`src/brf_pkg.sv`:
```
package brf_pkg;

    localparam int DEPTH   = 256;
    localparam int MAX_LEN = 64;

    localparam int PTR_W  = $clog2(DEPTH);
    localparam int CNT_W  = $clog2(DEPTH + 1);
    localparam int LEN_W  = 7;
    localparam int DATA_W = 8;
    localparam int TYPE_W = 2;
    localparam int ST_W   = 3;
    localparam int CMP_W  = (CNT_W > LEN_W) ? CNT_W : LEN_W;

    localparam int S_TDATA_W = ((LEN_W + DATA_W + 7) / 8) * 8;
    localparam int M_TDATA_W = ((DATA_W + LEN_W + 7) / 8) * 8;

    typedef enum logic [TYPE_W-1:0] {
        REQ_PUT_START = 2'd0,
        REQ_PUT_BYTE  = 2'd1,
        REQ_GET       = 2'd2,
        REQ_CLEAR     = 2'd3
    } t_req;

    typedef enum logic [ST_W-1:0] {
        ST_OK       = 3'd0,
        ST_NO_SPACE = 3'd1,
        ST_CAPACITY = 3'd2,
        ST_NO_DATA  = 3'd3,
        ST_SEQUENCE = 3'd4
    } t_status;

    // controller to datapath
    typedef struct packed {
        logic load_req;
        logic exec;
        logic step;
    } t_cmd;

    // datapath to controller
    typedef struct packed {
        logic out_free;
        logic start_stream;
        logic last_byte;
    } t_sts;

endpackage

```
`src/brf_ctrl.sv`:
```
module brf_ctrl (
    input  logic          i_clk,
    input  logic          i_rst_n,
    input  logic          i_s_tvalid,
    output logic          o_s_tready,
    output brf_pkg::t_cmd o_cmd,
    input  brf_pkg::t_sts i_sts
);
    import brf_pkg::*;

    typedef enum logic [1:0] {
        S_IDLE,
        S_EVAL,
        S_STREAM
    } t_state;

    t_state r_state, n_state;
    logic   r_ready;

    always_comb begin
        n_state        = r_state;
        o_cmd.load_req = 1'b0;
        o_cmd.exec     = 1'b0;
        o_cmd.step     = 1'b0;
        case (r_state)
            S_IDLE: begin
                if (r_ready && i_s_tvalid) begin
                    o_cmd.load_req = 1'b1;
                    n_state        = S_EVAL;
                end
            end
            S_EVAL: begin
                if (i_sts.out_free) begin
                    o_cmd.exec = 1'b1;
                    n_state    = i_sts.start_stream ? S_STREAM : S_IDLE;
                end
            end
            S_STREAM: begin
                if (i_sts.out_free) begin
                    o_cmd.step = 1'b1;
                    if (i_sts.last_byte) begin
                        n_state = S_IDLE;
                    end
                end
            end
            default: begin
                n_state = S_IDLE;
            end
        endcase
    end

    always_ff @(posedge i_clk) begin
        if (!i_rst_n) begin
            r_state <= S_IDLE;
            r_ready <= 1'b1;
        end else begin
            r_state <= n_state;
            r_ready <= (n_state == S_IDLE);
        end
    end

    assign o_s_tready = r_ready;

endmodule

```
`config.mk`:
```
export PLATFORM = sky130hd
export DESIGN_NAME = brf_ctrl
export DESIGN_NICKNAME = d
export VERILOG_FILES = /design/src/brf_pkg.sv /design/src/brf_ctrl.sv
export SDC_FILE = /design/constraint.sdc
export NUM_CORES = 1
export LEC_CHECK = 0
export BUFFER_PORTS_ARGS = -buffer_cell sky130_fd_sc_hd__buf_2
export CORE_AREA = 2 2 39 41
export CTS_BUF_LIST = sky130_fd_sc_hd__clkbuf_4 sky130_fd_sc_hd__clkbuf_8 sky130_fd_sc_hd__clkbuf_16
export DETAILED_ROUTE_END_ITERATION = 6
export DIE_AREA = 0 0 41 43
export MAX_ROUTING_LAYER = met4
export PLACE_DENSITY_LB_ADDON = 0.1
export SYNTH_ARGS = -nofsm -noshare
export SYNTH_HDL_FRONTEND = slang
export SYNTH_SLANG_ARGS = --single-unit
```
`constraint.sdc`:
```
create_clock -name i_clk -period 1.4 [get_ports i_clk]
set_clock_uncertainty 0.1 [all_clocks]
set_input_delay 0.28 -clock i_clk [delete_from_list [all_inputs] [get_ports i_clk]]
set_output_delay 0.28 -clock i_clk [all_outputs]
set_load 0.02 [all_outputs]
```
# Word-level counts from Yosys, hierarchy flattened
# Index checks and enable logic that the tools add are counted.
# W data, S select, Z words.
[word_totals]
regBits = 3
elab_cells = 18
in_bits = 6
[classes]
eq_ne = 2
n_mux = 11
n_reduce_logical = 3
[op_table]
columns = ["op", "n"]
rows = [
  ["$mux W2", 5],
  ["$pmux W2 S3", 1],
  ["$mux W1", 5],
  ["$logic_not A2 Y1", 2],
  ["$eq A2 B1 Y1 const B", 1],
  ["$eq A2 B2 Y1 const B", 1],
  ["$logic_and A1 B1 Y1", 1],
]

# Logic depth before layout (Yosys ltp)
[depth]
word_depth = 4
ltp_mapped = 3
depth_no_buf = 3

# Worst setup path before layout
# Ideal clock, no wire load.
[synth_path]
kind = "reg2out"
start = "reg r_ready (netlist: o_s_tready)"
end = "out o_cmd[2] (netlist name)"
slack_ns = 0.046
path_stages_with_launch = 3
n_path_buf = 0
arrival_time_ns = 0.974
path_cell_list = "dfxtp_1 -> nand2_1 -> nor3_1"
[synth_lines]
columns = ["element", "line", "text"]
rows = [
  ["from (decl)", "brf_ctrl.sv:18", "logic r_ready;"],
  ["from (signal assigned)", "brf_ctrl.sv:58", "r_ready <= (n_state == S_IDLE);"],
  ["to (decl)", "brf_ctrl.sv:6", "output brf_pkg::t_cmd o_cmd,"],
]

==> flow_summary.json <==
{
  "synth_top_area_cell": "dfxtp_1",
  "min_path_type": "input port to flip-flop",
  "crit_type": "flip-flop to primary output",
  "post-place-ws_ns": 0.264,
  "die_area_um2": 1760,
  "stdcell_count": 48,
  "min_path_cells": 2,
  "hold_viol_final": 0,
  "fin_util_pct": 20.0,
  "synthTopCellsByArea": "dfxtp_1 38%, a21oi_2 11%, a221oi_2 9.4%, nand2b_1 7.8%, a22o_2 6.3%",
  "syn_inst": 18,
  "ys_ff_latch": 3,
  "drt_iter0_drc": 1,
  "root_buffer": "clkbuf_4",
  "grt_usage_pct": 6.28,
  "synth_compound_area_share_pct": 26.6,
  "synth_simple_gate_area_share_pct": 33.6,
  "drtAntennaViolNets": 0,
  "design_area_um2": 277,
  "dpl_cell_area_um2": 233,
  "grt_max_degree": 6,
  "min-delay-start": "i_rst_n",
  "nFillCells": 165,
  "grt-ovfl-total": 0,
  "clock-sinks": 3,
  "drt_wl_total_um": 397,
  "synth_nets": 24,
  "rr_worst_depth": 3,
  "min_period_over_period_pct": 94.8,
  "synth_top_family_by_area": "simple AND/OR/NAND/NOR gates",
  "cp-start-kind": "flip-flop",
  "synth_fa_ha_area_share_pct": 0,
  "rr_startpoint": "r_state[1]",
  "cts_setup_buffers": 0,
  "dp_hpwl_um": 306,
  "worst_hold_slack_ns": 0.180,
  "crit_cells": 2,
  "cp_max_fo": 4,
  "crit_path_max_incr_delay_ns": 0.34,
  "leakage_nw": 0.129,
  "cts_buffers": 3,
  "end_kind": "primary output",
  "cts_tree": "built",
  "fin_crit_ns": 1.33,
  "place_congestion": 0.602,
  "clock_latency_ns": 0.23,
  "synth_top_area_share_pct": 37.5,
  "ys_seq_area_share_pct": 37.5,
  "clockBufferDepth": 2,
  "num_rows": 14,
  "start_util_pct": 11.6,
  "drc": 0,
  "antenna_found_initial": 0,
  "slew_violations": 0,
  "drtPass1Iterations": 3,
  "relSlewSlack_pct": 87.5,
  "dp_cells": 44,
  "max_freq_mhz": 753,
  "port_buffers": 9,
  "required_ns": 1.02,
  "drive_gt1_share_pct": 62.5,
  "critPathTopFamily": "flip-flops",
  "wl_per_cell_um": 8.27,
  "layout_setup_ws_ns": 0.0723,
  "die_w_um": 41,
  "irDropWorstVdd_mv": 0.242,
  "worst_slew_pin_slew_ns": 0.187,
  "cap_violations": 0,
  "fin_nets": 39,
  "synthDistinctLibCells": 12,
  "diodes": 0,
  "cp_cell_sequence": "nor3_1, buf_2",
  "crit_slowest_cell": "dfxtp_1",
  "setup_violations": 0,
  "critical_path_arrival_ns": 0.95,
  "power.density_nw_per_um2": 1210,
  "die_h_um": 43,
  "fin_setup_tns_ns": 0,
  "path_buf_inv": 1,
  "dr_total_vias": 169,
  "ioPinCount": 10,
  "cp-startpoint": "r_state[1]",
  "grt_pass1_vias": 159,
  "synth_xor_area_share_pct": 0,
  "synth_area_um2": 160,
  "yosysWarnings": 0,
  "htreeDepth": 1,
  "synth_mux_area_share_pct": 0,
  "outcome": "complete, no violations",
  "syn_avg_cell_area_um2": 8.90,
  "via_per_inst": 3.52,
  "coreArea_um2": 1380,
  "finalPower_uw": 334,
  "path_clk_slew_ns": 0.04,
  "grt_pass1_wl_um": 614,
  "area_growth_pct": 72.7
}
cell usage in the layout (no fill, tap or decap), types with 2 or more instances in the layout:
cell type,n
nand2_1,2
dfxtp_1,2
nor2_1,2
buf_4,3
buf_2,7
clkbuf_4,4
a21oi_2,2
final timing paths:
path	to	slack (ns)
min	o_s_tready	0.18
max reg2reg	r_state[1]	0.34
min reg2reg	r_state[0]	0.42
max	o_cmd[2]	0.07
worst reg2reg max path: stages, from the launching register on:
cell and delay, ns:
dfxtp_1 0.40, nor2_1 0.09, buf_4 0.14, a22o_2 0.21
where the power goes:
group / switching, mW / internal, mW / total (mW)
Clock: 0.0474 / 0.126 / 0.174
Sequential: 0.00623 / 0.0938 / 0.100
Combinational: 0.0317 / 0.0289 / 0.0606
flip-flops by register name (all words and copies together) (netlist names):
register / cells
o_s_tready: 1
r_state: 2
logic make-up after synthesis:
kind of cell           Yosys count
AO/OA/AOI/OAI                    4
buffers and inverters            1
AND/OR/NAND/NOR                 10
flip-flops                       3
cell type report:
| class | instances | area, um^2 | area share, % |
|---|---|---|---|
| sequential | 3 | 61.3 | 22.2 |
| multi-input combinational | 14 | 104 | 37.6 |
| clock buffer | 4 | 30.0 | 10.9 |
| inverter | 1 | 3.75 | 1.36 |
| tap | 16 | 20.0 | 7.24 |
| timing repair buffer | 10 | 57.6 | 20.8 |
synthesized netlist by cell type (all sizes together):
cell / number
or2b: 1
dfxtp: 3
nand2: 2
and2: 1
a21oi: 2
nor2: 2
a22o: 1
a221oi: 1
nand2b: 2
nand3b: 1
nor3: 1
inv: 1
timing repair:
| item | CTS | global route |
|---|---|---|
| hold endpoints to repair | 0 | 0 |
| setup endpoints to repair | 0 | 2 |
| hold buffers | 0 | 0 |
| resized for setup | 0 | 4 |
per-layer routing:
metal / vias up / track usage, % / share of wire [%]
met2: 7 / 6.56 / 47
li1: 89 / - / -
met3: 2 / 4.71 / 11
met5: - / - / 0
met4: 0 / 8.00 / 3.8
met1: 71 / 6.13 / 38
Power figures use the tool's default switching activity.
